--- src/rtl/ddst_pkg.sv ---
// ----------------------------------------------------------------------------
// ddst_pkg
// shared types and constants of the dimmer delay and staircase timer
// ----------------------------------------------------------------------------
package ddst_pkg;

  localparam int unsigned SecW   = 16;
  localparam int unsigned LevelW = 8;
  localparam int unsigned TicksW = 26;
  localparam int unsigned CfgIdxW = 3;
  localparam int unsigned CfgDataW = 16;
  localparam int unsigned OptW = 3;

  localparam logic [TicksW-1:0] TicksPerS = TicksW'(1000);
  localparam logic [LevelW-1:0] FullLevel = 8'hFF;

  typedef enum logic [1:0] {
    ReqTick   = 2'd0,
    ReqSwitch = 2'd1,
    ReqStair  = 2'd2,
    ReqNone   = 2'd3
  } req_type_e;

  typedef struct packed {
    logic [SecW-1:0]   on_delay_s;
    logic [SecW-1:0]   off_delay_s;
    logic [SecW-1:0]   stair_time_s;
    logic [SecW-1:0]   prewarn_time_s;
    logic [LevelW-1:0] startup_level;
    logic [LevelW-1:0] warn_level;
    logic [SecW-1:0]   ramp_speeds;
    logic [OptW-1:0]   option_flags;
  } cfg_t;

  typedef struct packed {
    logic [1:0]        req_type;
    logic              obj_value;
    logic              switch_status;
    logic [LevelW-1:0] last_level;
  } item_t;

  typedef struct packed {
    logic              valid;
    logic [LevelW-1:0] target_level;
    logic [LevelW-1:0] ramp_speed;
  } res_t;

  function automatic logic [TicksW-1:0] load_ticks(input logic [SecW-1:0] sec);
    load_ticks = TicksW'(sec) * TicksPerS + TicksW'(1);
  endfunction

endpackage

--- src/rtl/ddst_cfg_regs.sv ---
// ----------------------------------------------------------------------------
// ddst_cfg_regs
// configuration register file written over the config channel
// ----------------------------------------------------------------------------
module ddst_cfg_regs (
  input  logic                     clk_i,
  input  logic                     rst_ni,
  input  logic                     cfg_valid_i,
  output logic                     cfg_ready_o,
  input  logic [ddst_pkg::CfgIdxW-1:0]  cfg_index_i,
  input  logic [ddst_pkg::CfgDataW-1:0] cfg_data_i,
  output ddst_pkg::cfg_t           cfg_o
);
  import ddst_pkg::*;

  localparam logic [CfgIdxW-1:0] IdxOnDelay   = 3'd0;
  localparam logic [CfgIdxW-1:0] IdxOffDelay  = 3'd1;
  localparam logic [CfgIdxW-1:0] IdxStairTime = 3'd2;
  localparam logic [CfgIdxW-1:0] IdxPrewarn   = 3'd3;
  localparam logic [CfgIdxW-1:0] IdxStartup   = 3'd4;
  localparam logic [CfgIdxW-1:0] IdxWarnLevel = 3'd5;
  localparam logic [CfgIdxW-1:0] IdxRamp      = 3'd6;
  localparam logic [CfgIdxW-1:0] IdxOptions   = 3'd7;

  cfg_t cfg_q, cfg_d;

  assign cfg_ready_o = 1'b1;
  assign cfg_o       = cfg_q;

  always_comb begin
    cfg_d = cfg_q;
    if (cfg_valid_i) begin
      unique case (cfg_index_i)
        IdxOnDelay:   cfg_d.on_delay_s     = cfg_data_i;
        IdxOffDelay:  cfg_d.off_delay_s    = cfg_data_i;
        IdxStairTime: cfg_d.stair_time_s   = cfg_data_i;
        IdxPrewarn:   cfg_d.prewarn_time_s = cfg_data_i;
        IdxStartup:   cfg_d.startup_level  = cfg_data_i[LevelW-1:0];
        IdxWarnLevel: cfg_d.warn_level     = cfg_data_i[LevelW-1:0];
        IdxRamp:      cfg_d.ramp_speeds    = cfg_data_i;
        IdxOptions:   cfg_d.option_flags   = cfg_data_i[OptW-1:0];
        default:      cfg_d = cfg_q;
      endcase
    end
  end

  always_ff @(posedge clk_i or negedge rst_ni) begin
    if (!rst_ni) begin
      cfg_q.on_delay_s     <= '0;
      cfg_q.off_delay_s    <= '0;
      cfg_q.stair_time_s   <= SecW'(60);
      cfg_q.prewarn_time_s <= '0;
      cfg_q.startup_level  <= LevelW'(255);
      cfg_q.warn_level     <= LevelW'(128);
      cfg_q.ramp_speeds    <= '0;
      cfg_q.option_flags   <= '0;
    end else begin
      cfg_q <= cfg_d;
    end
  end

endmodule

--- src/rtl/ddst_ctrl.sv ---
// ----------------------------------------------------------------------------
// ddst_ctrl
// phase state, delay timer and dim command generation for one item
// ----------------------------------------------------------------------------
module ddst_ctrl (
  input  logic            clk_i,
  input  logic            rst_ni,
  input  logic            step_i,
  input  ddst_pkg::item_t item_i,
  input  ddst_pkg::cfg_t  cfg_i,
  output ddst_pkg::res_t  res_o
);
  import ddst_pkg::*;

  localparam logic [2:0] PhIdle   = 3'd0;
  localparam logic [2:0] PhDlyOn  = 3'd1;
  localparam logic [2:0] PhDlyOff = 3'd2;
  localparam logic [2:0] PhStDly  = 3'd3;
  localparam logic [2:0] PhStOn   = 3'd4;
  localparam logic [2:0] PhStWarn = 3'd5;

  logic [2:0]        phase_q, phase_d;
  logic [TicksW-1:0] ticks_q, ticks_d;
  logic              armed_q, armed_d;
  logic              load;
  logic [SecW-1:0]   load_sec;
  logic [TicksW-1:0] ticks_dec;
  logic [LevelW-1:0] on_speed, off_speed;

  assign ticks_dec = ticks_q - TicksW'(1);
  assign on_speed  = cfg_i.ramp_speeds[LevelW-1:0];
  assign off_speed = cfg_i.ramp_speeds[SecW-1:LevelW];

  always_comb begin
    phase_d  = phase_q;
    armed_d  = armed_q;
    load     = 1'b0;
    load_sec = cfg_i.on_delay_s;
    res_o    = '0;
    unique case (req_type_e'(item_i.req_type))
      ReqTick: begin
        if (armed_q && ticks_dec == '0) begin
          armed_d = 1'b0;
          unique case (phase_q)
            PhDlyOn: begin
              res_o.valid        = 1'b1;
              res_o.target_level = cfg_i.option_flags[0] ? item_i.last_level
                                                         : cfg_i.startup_level;
              res_o.ramp_speed   = on_speed;
              phase_d            = PhIdle;
            end
            PhDlyOff, PhStWarn: begin
              res_o.valid      = 1'b1;
              res_o.ramp_speed = off_speed;
              phase_d          = PhIdle;
            end
            PhStDly: begin
              res_o.valid        = 1'b1;
              res_o.target_level = FullLevel;
              res_o.ramp_speed   = on_speed;
              phase_d            = PhStOn;
              load               = 1'b1;
              load_sec           = cfg_i.stair_time_s;
            end
            PhStOn: begin
              res_o.valid        = 1'b1;
              res_o.target_level = cfg_i.warn_level;
              res_o.ramp_speed   = on_speed;
              phase_d            = PhStWarn;
              load               = 1'b1;
              load_sec           = cfg_i.prewarn_time_s;
            end
            default: phase_d = phase_q;
          endcase
        end
      end
      ReqSwitch: begin
        if (item_i.obj_value != item_i.switch_status) begin
          if (item_i.obj_value && phase_q != PhDlyOn) begin
            load     = 1'b1;
            load_sec = cfg_i.on_delay_s;
            phase_d  = PhDlyOn;
          end else if (!item_i.obj_value && phase_q != PhDlyOff) begin
            load     = 1'b1;
            load_sec = cfg_i.off_delay_s;
            phase_d  = PhDlyOff;
          end
        end
      end
      ReqStair: begin
        if (!item_i.obj_value) begin
          if (cfg_i.option_flags[2]) begin
            res_o.valid      = 1'b1;
            res_o.ramp_speed = off_speed;
            phase_d          = PhIdle;
          end
        end else if (phase_q == PhIdle) begin
          load     = 1'b1;
          load_sec = cfg_i.on_delay_s;
          phase_d  = PhStDly;
        end else if ((phase_q == PhStOn || phase_q == PhStWarn) &&
                     cfg_i.option_flags[1]) begin
          load               = 1'b1;
          load_sec           = cfg_i.stair_time_s;
          phase_d            = PhStOn;
          res_o.valid        = 1'b1;
          res_o.target_level = FullLevel;
          res_o.ramp_speed   = on_speed;
        end
      end
      default: phase_d = phase_q;
    endcase
    if (load) begin
      armed_d = 1'b1;
      ticks_d = load_ticks(load_sec);
    end else if (req_type_e'(item_i.req_type) == ReqTick && armed_q) begin
      ticks_d = ticks_dec;
    end else begin
      ticks_d = ticks_q;
    end
  end

  always_ff @(posedge clk_i or negedge rst_ni) begin
    if (!rst_ni) begin
      phase_q <= PhIdle;
      ticks_q <= '0;
      armed_q <= 1'b0;
    end else if (step_i) begin
      phase_q <= phase_d;
      ticks_q <= ticks_d;
      armed_q <= armed_d;
    end
  end

  a_busy_armed: assert property (@(posedge clk_i) disable iff (!rst_ni)
    phase_q != PhIdle |-> armed_q)
    else $error("non-idle phase without running timer");

  a_armed_nonzero: assert property (@(posedge clk_i) disable iff (!rst_ni)
    armed_q |-> ticks_q != '0)
    else $error("armed timer holds zero ticks");

  a_early_off_idle: assert property (@(posedge clk_i) disable iff (!rst_ni)
    (step_i && item_i.req_type == ReqStair && !item_i.obj_value &&
     cfg_i.option_flags[2]) |=> phase_q == PhIdle)
    else $error("off command did not return to idle");

endmodule

--- src/rtl/dimmer_delay_staircase_timer.sv ---
// ----------------------------------------------------------------------------
// dimmer_delay_staircase_timer
// delay and staircase time functions of one dimmer channel
// ----------------------------------------------------------------------------
// Input channel: in_valid_i / in_stall_o with req_type_i, obj_value_i,
// switch_status_i and last_level_i. A transaction is a 1 ms tick, a switch
// telegram or a staircase telegram.
// Output channel: out_valid_o / out_stall_i with target_level_o and
// ramp_speed_o. Each input transaction gives zero or one dim command.
// Config channel: cfg_valid_i / cfg_ready_o with cfg_index_i and cfg_data_i,
// ready is always high; write only while the block is idle.
// Path: an accepted transaction is held in the input register, and its dim
// command is registered in the output register when the output is not held.
// Throughput: one transaction per cycle while the output is not stalled, set
// by the state and timer update between the input and output registers.
// Reset: phase idle, timer disarmed, registers at their defaults, both
// pipeline registers empty.
// Stall: a held output blocks the input register only; the input stalls
// once both registers are full and the receiver keeps stalling.
// ----------------------------------------------------------------------------
module dimmer_delay_staircase_timer (
  input  logic                          clk_i,
  input  logic                          rst_ni,
  input  logic                          in_valid_i,
  output logic                          in_stall_o,
  input  logic [1:0]                    req_type_i,
  input  logic                          obj_value_i,
  input  logic                          switch_status_i,
  input  logic [ddst_pkg::LevelW-1:0]   last_level_i,
  output logic                          out_valid_o,
  input  logic                          out_stall_i,
  output logic [ddst_pkg::LevelW-1:0]   target_level_o,
  output logic [ddst_pkg::LevelW-1:0]   ramp_speed_o,
  input  logic                          cfg_valid_i,
  output logic                          cfg_ready_o,
  input  logic [ddst_pkg::CfgIdxW-1:0]  cfg_index_i,
  input  logic [ddst_pkg::CfgDataW-1:0] cfg_data_i
);
  import ddst_pkg::*;

  cfg_t  cfg;
  item_t item_q;
  res_t  res;
  logic  in_valid_q;
  logic  out_valid_q;
  logic  [LevelW-1:0] level_q, speed_q;
  logic  out_busy, step, load_in;

  assign out_busy   = out_valid_q && out_stall_i;
  assign step       = in_valid_q && !out_busy;
  assign in_stall_o = in_valid_q && out_busy;
  assign load_in    = in_valid_i && !in_stall_o;

  ddst_cfg_regs u_cfg (
    .clk_i       (clk_i),
    .rst_ni      (rst_ni),
    .cfg_valid_i (cfg_valid_i),
    .cfg_ready_o (cfg_ready_o),
    .cfg_index_i (cfg_index_i),
    .cfg_data_i  (cfg_data_i),
    .cfg_o       (cfg)
  );

  ddst_ctrl u_ctrl (
    .clk_i  (clk_i),
    .rst_ni (rst_ni),
    .step_i (step),
    .item_i (item_q),
    .cfg_i  (cfg),
    .res_o  (res)
  );

  always_ff @(posedge clk_i or negedge rst_ni) begin
    if (!rst_ni) begin
      in_valid_q  <= 1'b0;
      out_valid_q <= 1'b0;
    end else begin
      if (!in_stall_o) begin
        in_valid_q <= in_valid_i;
      end
      if (!out_busy) begin
        out_valid_q <= step && res.valid;
      end
    end
  end

  always_ff @(posedge clk_i) begin
    if (load_in) begin
      item_q.req_type      <= req_type_i;
      item_q.obj_value     <= obj_value_i;
      item_q.switch_status <= switch_status_i;
      item_q.last_level    <= last_level_i;
    end
    if (step && res.valid) begin
      level_q <= res.target_level;
      speed_q <= res.ramp_speed;
    end
  end

  assign out_valid_o    = out_valid_q;
  assign target_level_o = level_q;
  assign ramp_speed_o   = speed_q;

  a_stall_full: assert property (@(posedge clk_i) disable iff (!rst_ni)
    in_stall_o |-> (in_valid_q && out_valid_q))
    else $error("input stalled with a free pipeline register");

  a_result_lands: assert property (@(posedge clk_i) disable iff (!rst_ni)
    (step && res.valid) |=> out_valid_o)
    else $error("dim command lost on its way to the output");

  a_held_item_kept: assert property (@(posedge clk_i) disable iff (!rst_ni)
    (in_valid_q && out_busy) |=> in_valid_q)
    else $error("held transaction dropped while output stalled");

endmodule
--- config.mk ---
export PLATFORM = sky130hd
export DESIGN_NAME = dimmer_delay_staircase_timer
export DESIGN_NICKNAME = d
export VERILOG_FILES = /design/src/rtl/ddst_pkg.sv /design/src/rtl/ddst_cfg_regs.sv /design/src/rtl/ddst_ctrl.sv /design/src/rtl/dimmer_delay_staircase_timer.sv
export SDC_FILE = /design/constraint.sdc
export NUM_CORES = 1
export LEC_CHECK = 0
export BUFFER_PORTS_ARGS = -buffer_cell sky130_fd_sc_hd__buf_2
export CAP_MARGIN = 0
export CORE_MARGIN = 2
export CORE_UTILIZATION = 52
export CTS_BUF_LIST = sky130_fd_sc_hd__clkbuf_16
export DETAILED_ROUTE_END_ITERATION = 16
export GPL_TIMING_DRIVEN = 0
export PLACE_DENSITY_LB_ADDON = 0.12
export SYNTH_ARGS = -nofsm -noshare
export SYNTH_HDL_FRONTEND = slang
export SYNTH_SLANG_ARGS = --single-unit
--- constraint.sdc ---
create_clock -name clk_i -period 8.2 [get_ports clk_i]
set_input_delay 1.23 -clock clk_i [delete_from_list [all_inputs] [get_ports clk_i]]
set_output_delay 1.23 -clock clk_i [all_outputs]
set_load 0.02 [all_outputs]
---- Yosys cells after proc, flatten, opt, wreduce, memory -nomap -nowiden ----
Cells that the tools add are included.
storage, ports and cells
  flip-flop bits (word level) ............. 159
  bits in writable memories ............... 0
  latch bits .............................. 0
  input bits .............................. 36
  memory bits (read-only) ................. 0
  memories ................................ 0
  output and inout bits ................... 19
operators by class
  eq/ne operators ......................... 23
  reductions and logical operators ........ 38
  bitwise logic cells ..................... 0
  div/mod/pow operators ................... 0
  multiply operators ...................... 1
  shifts and indexed selects .............. 0
  $add $sub $neg .......................... 2
  $lt $le $gt $ge ......................... 0
  mux-type cells .......................... 46
operator list
  operator                                             number
  two-way mux 16 bit                                   7
  two-way mux 26 bit                                   2
  two-way mux 17 bit                                   3
  case mux 16 bit (3 select lines)                     1
  case mux 17 bit (2 select lines)                     1
  two-way mux 8 bit                                    4
  case mux 16 bit (2 select lines)                     1
  adder 26 x 1 -> 26 bit, second input constant        1
  zero test 26 bit                                     1
  subtractor 26 x 1 -> 26 bit, second input constant   1
  two-way mux 3 bit                                    8
  case mux 8 bit (3 select lines)                      1
  multiplier 16 x 7 -> 23 bit, second input constant   1
  equality test 3 bit, second input constant           6
  case mux 3 bit (3 select lines)                      2
  AND reduction 2 bit                                  9
  case mux 8 bit (2 select lines)                      1
  two-way mux 1 bit                                    14
  equality test 3 x 2 -> 1 bit, second input constant  4
  logical AND 1 bit                                    10
  AND reduction 8 bit                                  1
  equality test 3 x 1 -> 1 bit, second input constant  2
  zero test 3 bit                                      2
  != test 3 x 1 -> 1 bit, second input constant        2
  18 further kinds                                     25

---- Depth between registers and ports, before layout ----
  word-level depth ........................ 10
  depth in mapped cells ................... 30

---- Hierarchy ----
Synthesis repeated with hierarchy kept, for this count alone.
unflattened totals
  cell total of the unflattened synthesis .. 1146
  area total of the unflattened synthesis .. 11886.4 µm²
by module, submodules not included
  module                        seq. area each (µm²)  times used  area an instance (µm²)  cells an instance
  ddst_ctrl                     750.7                 1           7093.1                  887
  ddst_cfg_regs                 2493.6                1           3853.7                  220
  dimmer_delay_staircase_timer  890.9                 1           939.7                   39

---- Worst setup path before layout ----
No wires, ideal clock.
  path type ............................... register to register
  start point ............................. register u_ctrl.ticks_q[0]
  end point ............................... register u_ctrl.ticks_q[19]
  slack ................................... 679 ps
  stages on the path, launching flop included .. 29
  setup time .............................. 121 ps
  data arrival time ....................... 7400 ps
  cells stage by stage .................... dfrtp_1 > inv_1 > ha_1 > or4b_2 > nor4_2 > xor2_1 > o31a_1 > nor4_1 > o21ai_1 > buf_2 > a21oi_1 > nor2_1 > a21oi_1 > fa_1 > inv_1 > fa_1 > fa_1 > inv_1 > fa_1 > ha_1 > a21oi_1 > nand2_1 > o21ai_0 > o21ai_0 > a21o_1 > a21oi_1 > xor2_1 > mux2i_1 > o22a_1
on the way
  cells in the longest elaborated chain, start to end .. 8
  elaborated cells on any way between the ends .. 13
  classes of those cells .................. add/sub (2); mul (1); mux (6); reduce/logical (4)
ends and longest elaborated chain
  item                              RTL line          source
  from (decl)                       ddst_ctrl.sv:23   logic [TicksW-1:0] ticks_q, ticks_d;
  from (signal assigned)            ddst_ctrl.sv:130  ticks_q <= ticks_d;
  subtractor 26 x 1 -> 26 bit (*)   ddst_ctrl.sv:30   assign ticks_dec = ticks_q - TicksW'(1);
  zero test 26 bit                  ddst_ctrl.sv:42   if (armed_q && ticks_dec == '0) begin
  logical AND 1 bit                 ddst_ctrl.sv:42
  two-way mux 16 bit                ddst_ctrl.sv:42
  case mux 16 bit (3 select lines)  ddst_ctrl.sv:40   unique case (req_type_e'(item_i.req_type))
  multiplier 16 x 7 -> 23 bit       ddst_pkg.sv:49    load_ticks = TicksW'(sec) * TicksPerS + TicksW'(1);
  adder 26 x 1 -> 26 bit            ddst_pkg.sv:49
  two-way mux 26 bit                ddst_ctrl.sv:113  if (load) begin
Every way passes the cells marked *; elsewhere a longest branch is shown, timed or not. The select of a mux whose other input is x is not followed.
A chain may end at the register's enable or synchronous reset.

---- Worst setup path in the final report ----
Same ends and word-level chain as after synthesis.

==> Implementation_results.wiki <==
{| class="wikitable"
! Metric !! Value
|-
| Commonest cells post-synth || 119 x sky130_fd_sc_hd__mux2_2, 118 x sky130_fd_sc_hd__dfrtp_1, 106 x sky130_fd_sc_hd__inv_1, 84 x sky130_fd_sc_hd__a21oi_1, 68 x sky130_fd_sc_hd__o21ai_0
|-
| Net Switching || 2.66 mW
|-
| Status || finished, final reports clean
|-
| Nets || 1336
|-
| Residual overflow from global routing || 0
|-
| Std-Cell Core Area || 21800 um^2
|-
| Die Outline Area || 23400 um^2
|-
| Critical path capture point type || flip-flop
|-
| Number of storage elements in the synthesis netlist || 159
|-
| Global-route wire length before repair || 47700 um
|-
| Count of synthesis-stage warnings from yosys || 0
|-
| Half-perimeter wire length after detailed placement || 21200 um
|-
| Share of the core filled with cells || 0.593
|-
| Reg2Reg Depth || 29
|-
| Nets in the synthesized netlist || 1261
|-
| Internal power of the cells || 2.91 mW
|-
| Launching element type of the critical path || flip-flop
|-
| Worst clock skew on the final layout || 11.1 ps
|-
| Final count of negative-setup-slack endpoints || 0
|-
| Data arrival time of the critical path || 8090 ps
|-
| Area occupied by multi-input gates || 6900 um^2
|-
| Boundary pin count || 55
|-
| Number of cells in the design after placement || 1444
|-
| Clock tree from TritonCTS || done
|-
| Clock input transition at the sequential cells of the worst setup and hold paths || 70 ps
|-
| Cell depth of the worst min-delay path || 1
|-
| Die width || 153 um
|-
| Detail-routed net length per standard cell || 19.8 um
|-
| Hold_buf cts || 0
|-
| Deepest clock path buffer count || 2
|-
| Die span in y || 153 um
|-
| Layout overhead on the synthesized area || 12.3%
|-
| Total wirelength of the detailed-routed design || 29300 um
|-
| Vias in the first global route || 8822
|-
| Worst Setup Path Type || reg -> reg
|-
| Sequential Power Share || 0.205
|-
| Cell count after synthesis || 1112
|-
| RSZ-0062 raised after global routing || no
|-
| Setup TNS || 0 ps
|-
| Max IR drop VDD || 0.000453 V
|-
| Total GRT Usage || 0.257
|-
| Cell type of the slowest stage on the worst timing path || sky130_fd_sc_hd__fa_1
|-
| Post-DP Area || 12200 um^2
|-
| Post-synthesis instance area || 11500 um^2
|-
| Cell occurring most often along the worst timing path || sky130_fd_sc_hd__fa_1
|-
| DRT iter0 DRCs || 649
|-
| Required time reported for the critical path endpoint || 8530 ps
|-
| Part of the total power dissipated in combinational logic || 0.652
|-
| Leakage power figure || 5.51 nW
|-
| Max-slew violation total from the final report || 0
|-
| Inserted Clock Buffers || 17
|-
| Avg Inst Size Synth || 10.4 um^2
|-
| DRC violation count after routing || 0
|-
| Clock root buffer master || sky130_fd_sc_hd__clkbuf_16
|-
| Post-synth top area share || 0.256
|-
| Antenna Violating Nets Remaining || 0
|-
| Hold Fails Final Rpt || 0
|-
| Fraction of synthesis flops using an asynchronous set or reset pin || 0.824
|-
| Area used by sequential logic in the layout || 4140 um^2
|-
| Max capacitance violation total || 0
|-
| Final Critical Period || 7760 ps
|-
| Worst slew margin || 0.247
|-
| Main area contributors after synthesis || sky130_fd_sc_hd__dfrtp_1 26%, sky130_fd_sc_hd__mux2_2 12%, sky130_fd_sc_hd__fa_1 9.4%
|-
| Number of buffers added on ports || 50
|-
| Part of the total power dissipated in the clock network || 0.143
|-
| Weighted congestion at the end of routability-driven global placement || 0.871
|-
| Final std cells w/o fill || 1480
|-
| Portion of the post-synthesis area used by sequential elements || 0.359
|-
| Worst min-delay path category || reg -> reg
|-
| Clock latency at the later pin of the worst-skew pair || 440 ps
|-
| Most frequent cell after synthesis || sky130_fd_sc_hd__mux2_2
|-
| Initial core utilization || 0.528
|-
| Peak clock frequency supported by timing || 129 MHz
|-
| Netlist cell types || 81
|-
| Via density per instance || 5.99
|-
| Clock Sinks || 159
|-
| Fraction of power spent switching nets || 0.478
|-
| Cell area after layout || 12900 um^2
|-
| Max FO, Critical Path || 10
|-
| Filler Cells Inserted || 1814
|-
| Antenna cell count || 0
|-
| Detailed-router iteration count before antenna repair || 8
|-
| Biggest area consumer among synthesized cells || sky130_fd_sc_hd__dfrtp_1
|-
| Share of final-layout standard cells stronger than drive strength 1 || 0.228
|-
| Slew at the pin closest to its max-slew limit || 1120 ps
|-
| Number of antenna violations at the first check in global routing || 0
|-
| EDFF count, synth || 28
|-
| Htree depth || 4
|-
| Largest incremental delay on the critical path || 540 ps
|-
| Fin crit share || 0.946
|-
| Pin count of the biggest net entering global routing || 89
|-
| Number of vias in the routed layout || 8864
|-
| Power per unit of standard cell area || 430 nW/um^2
|-
| Core Rows || 54
|-
| Top flip-flop cell by instance count after synthesis || sky130_fd_sc_hd__dfrtp_1
|}
## worst paths after layout
check,end,start,slack (ps)
worst min-delay path,u_cfg.cfg_o[43],u_cfg.cfg_o[43],510
min in group asynchronous,u_cfg.cfg_o[19],rst_ni,720
worst min register to register,u_cfg.cfg_o[43],u_cfg.cfg_o[43],510
worst max-delay path,u_ctrl.ticks_q[19],u_ctrl.ticks_q[0],440
worst max register to register,u_ctrl.ticks_q[19],u_ctrl.ticks_q[0],440
max in group asynchronous,u_cfg.cfg_o[56],rst_ni,6640
## worst max-delay path: cells and delay by family (launching register included)
kind,cells,cell delay [ps]
adder cells (fa/ha/maj),6,2450
AO/OA/AOI/OAI,10,2020
AND/OR/NAND/NOR,5,1380
buffers and inverters,6,990
flip-flops,1,440
XOR/XNOR,1,240
multiplexers,1,120
## cell families after synthesis
| family | count (synthesis) | synth area share |
|---|---|---|
| AOI/OAI and AO/OA | 287 | 0.162 |
| and+or+nand+nor | 219 | 0.106 |
| buffers and inverters | 161 | 0.0547 |
| DFF | 159 | 0.359 |
| muxes | 149 | 0.142 |
| adders and majority gates | 113 | 0.158 |
| xor gates and xnor gates | 23 | 0.0175 |
| other | 1 | 0.000325 |
## registers in the layout, indices dropped and copies added (netlist names)
signal and cells:
ramp_speed_o 8, u_ctrl.armed_q 1, u_ctrl.phase_q 3, target_level_o 8
in_valid_q 1, u_ctrl.ticks_q 26, out_valid_o 1, u_cfg.cfg_o 99
item_q 12
## metrics by stage
stage / setup WS [ps] / total power, mW / hold WS (ps)
final: 440 / 5.57 / 509
after global placement: -974 / 4.62 / 484
after global routing: 62.8 / 6.10 / 527
after detailed placement: -1030 / 4.68 / 491
after CTS: 23.4 / 5.53 / 506
after floorplan: 679 / 3.82 / 471
## power groups by stage
stage	Clock [mW]	Combinational [mW]	Sequential (mW)
finish	0.796	3.63	1.14
global route	0.836	4.10	1.17
CTS	0.807	3.58	1.14
detailed placement	0	3.53	1.15
global placement	0	3.48	1.14
floorplan	0	2.71	1.10
## layout make-up
class,count,share of cell area
multi-input combinational,792,0.534
sequential,159,0.320
clock buffer,17,0.0329
inverter,106,0.0307
tap,280,0.0271
timing repair buffer,56,0.0251
buffer,55,0.0181
clock inverter,15,0.0130
## routing by layer
| metal | vias to the layer above | GRT usage | wire, um |
|---|---|---|---|
| li1 | 4167 | - | - |
| met1 | 4388 | 0.370 | 13800 |
| met2 | 265 | 0.401 | 13300 |
| met3 | 44 | 0.0420 | 1550 |
| met4 | 0 | 0.0833 | 682 |
| met5 | - | 0 | 0 |
## what timing repair did
item                                    in CTS  in global routing
endpoints found under the setup margin      14                 11
pin swaps                                    0                  1
setup buffers                                0                  4
gates resized for setup                     13                 16
## cell usage in the layout (no fill, tap or decap), types with 14 or more instances in the layout
cell / n
sky130_fd_sc_hd__nor2_1: 48
sky130_fd_sc_hd__xnor2_1: 16
sky130_fd_sc_hd__a22oi_1: 14
sky130_fd_sc_hd__mux2i_1: 30
sky130_fd_sc_hd__mux2_2: 119
sky130_fd_sc_hd__o21a_1: 14
sky130_fd_sc_hd__buf_2: 57
sky130_fd_sc_hd__fa_1: 54
sky130_fd_sc_hd__edfxtp_1: 28
sky130_fd_sc_hd__ha_1: 58
sky130_fd_sc_hd__o21ai_0: 64
sky130_fd_sc_hd__nor3_1: 17
sky130_fd_sc_hd__inv_1: 106
sky130_fd_sc_hd__dfrtp_1: 118
sky130_fd_sc_hd__clkbuf_16: 17
sky130_fd_sc_hd__nand2_1: 51
sky130_fd_sc_hd__a21oi_1: 76
sky130_fd_sc_hd__clkbuf_1: 40
Note: power is estimated with default switching activity, not from simulation.
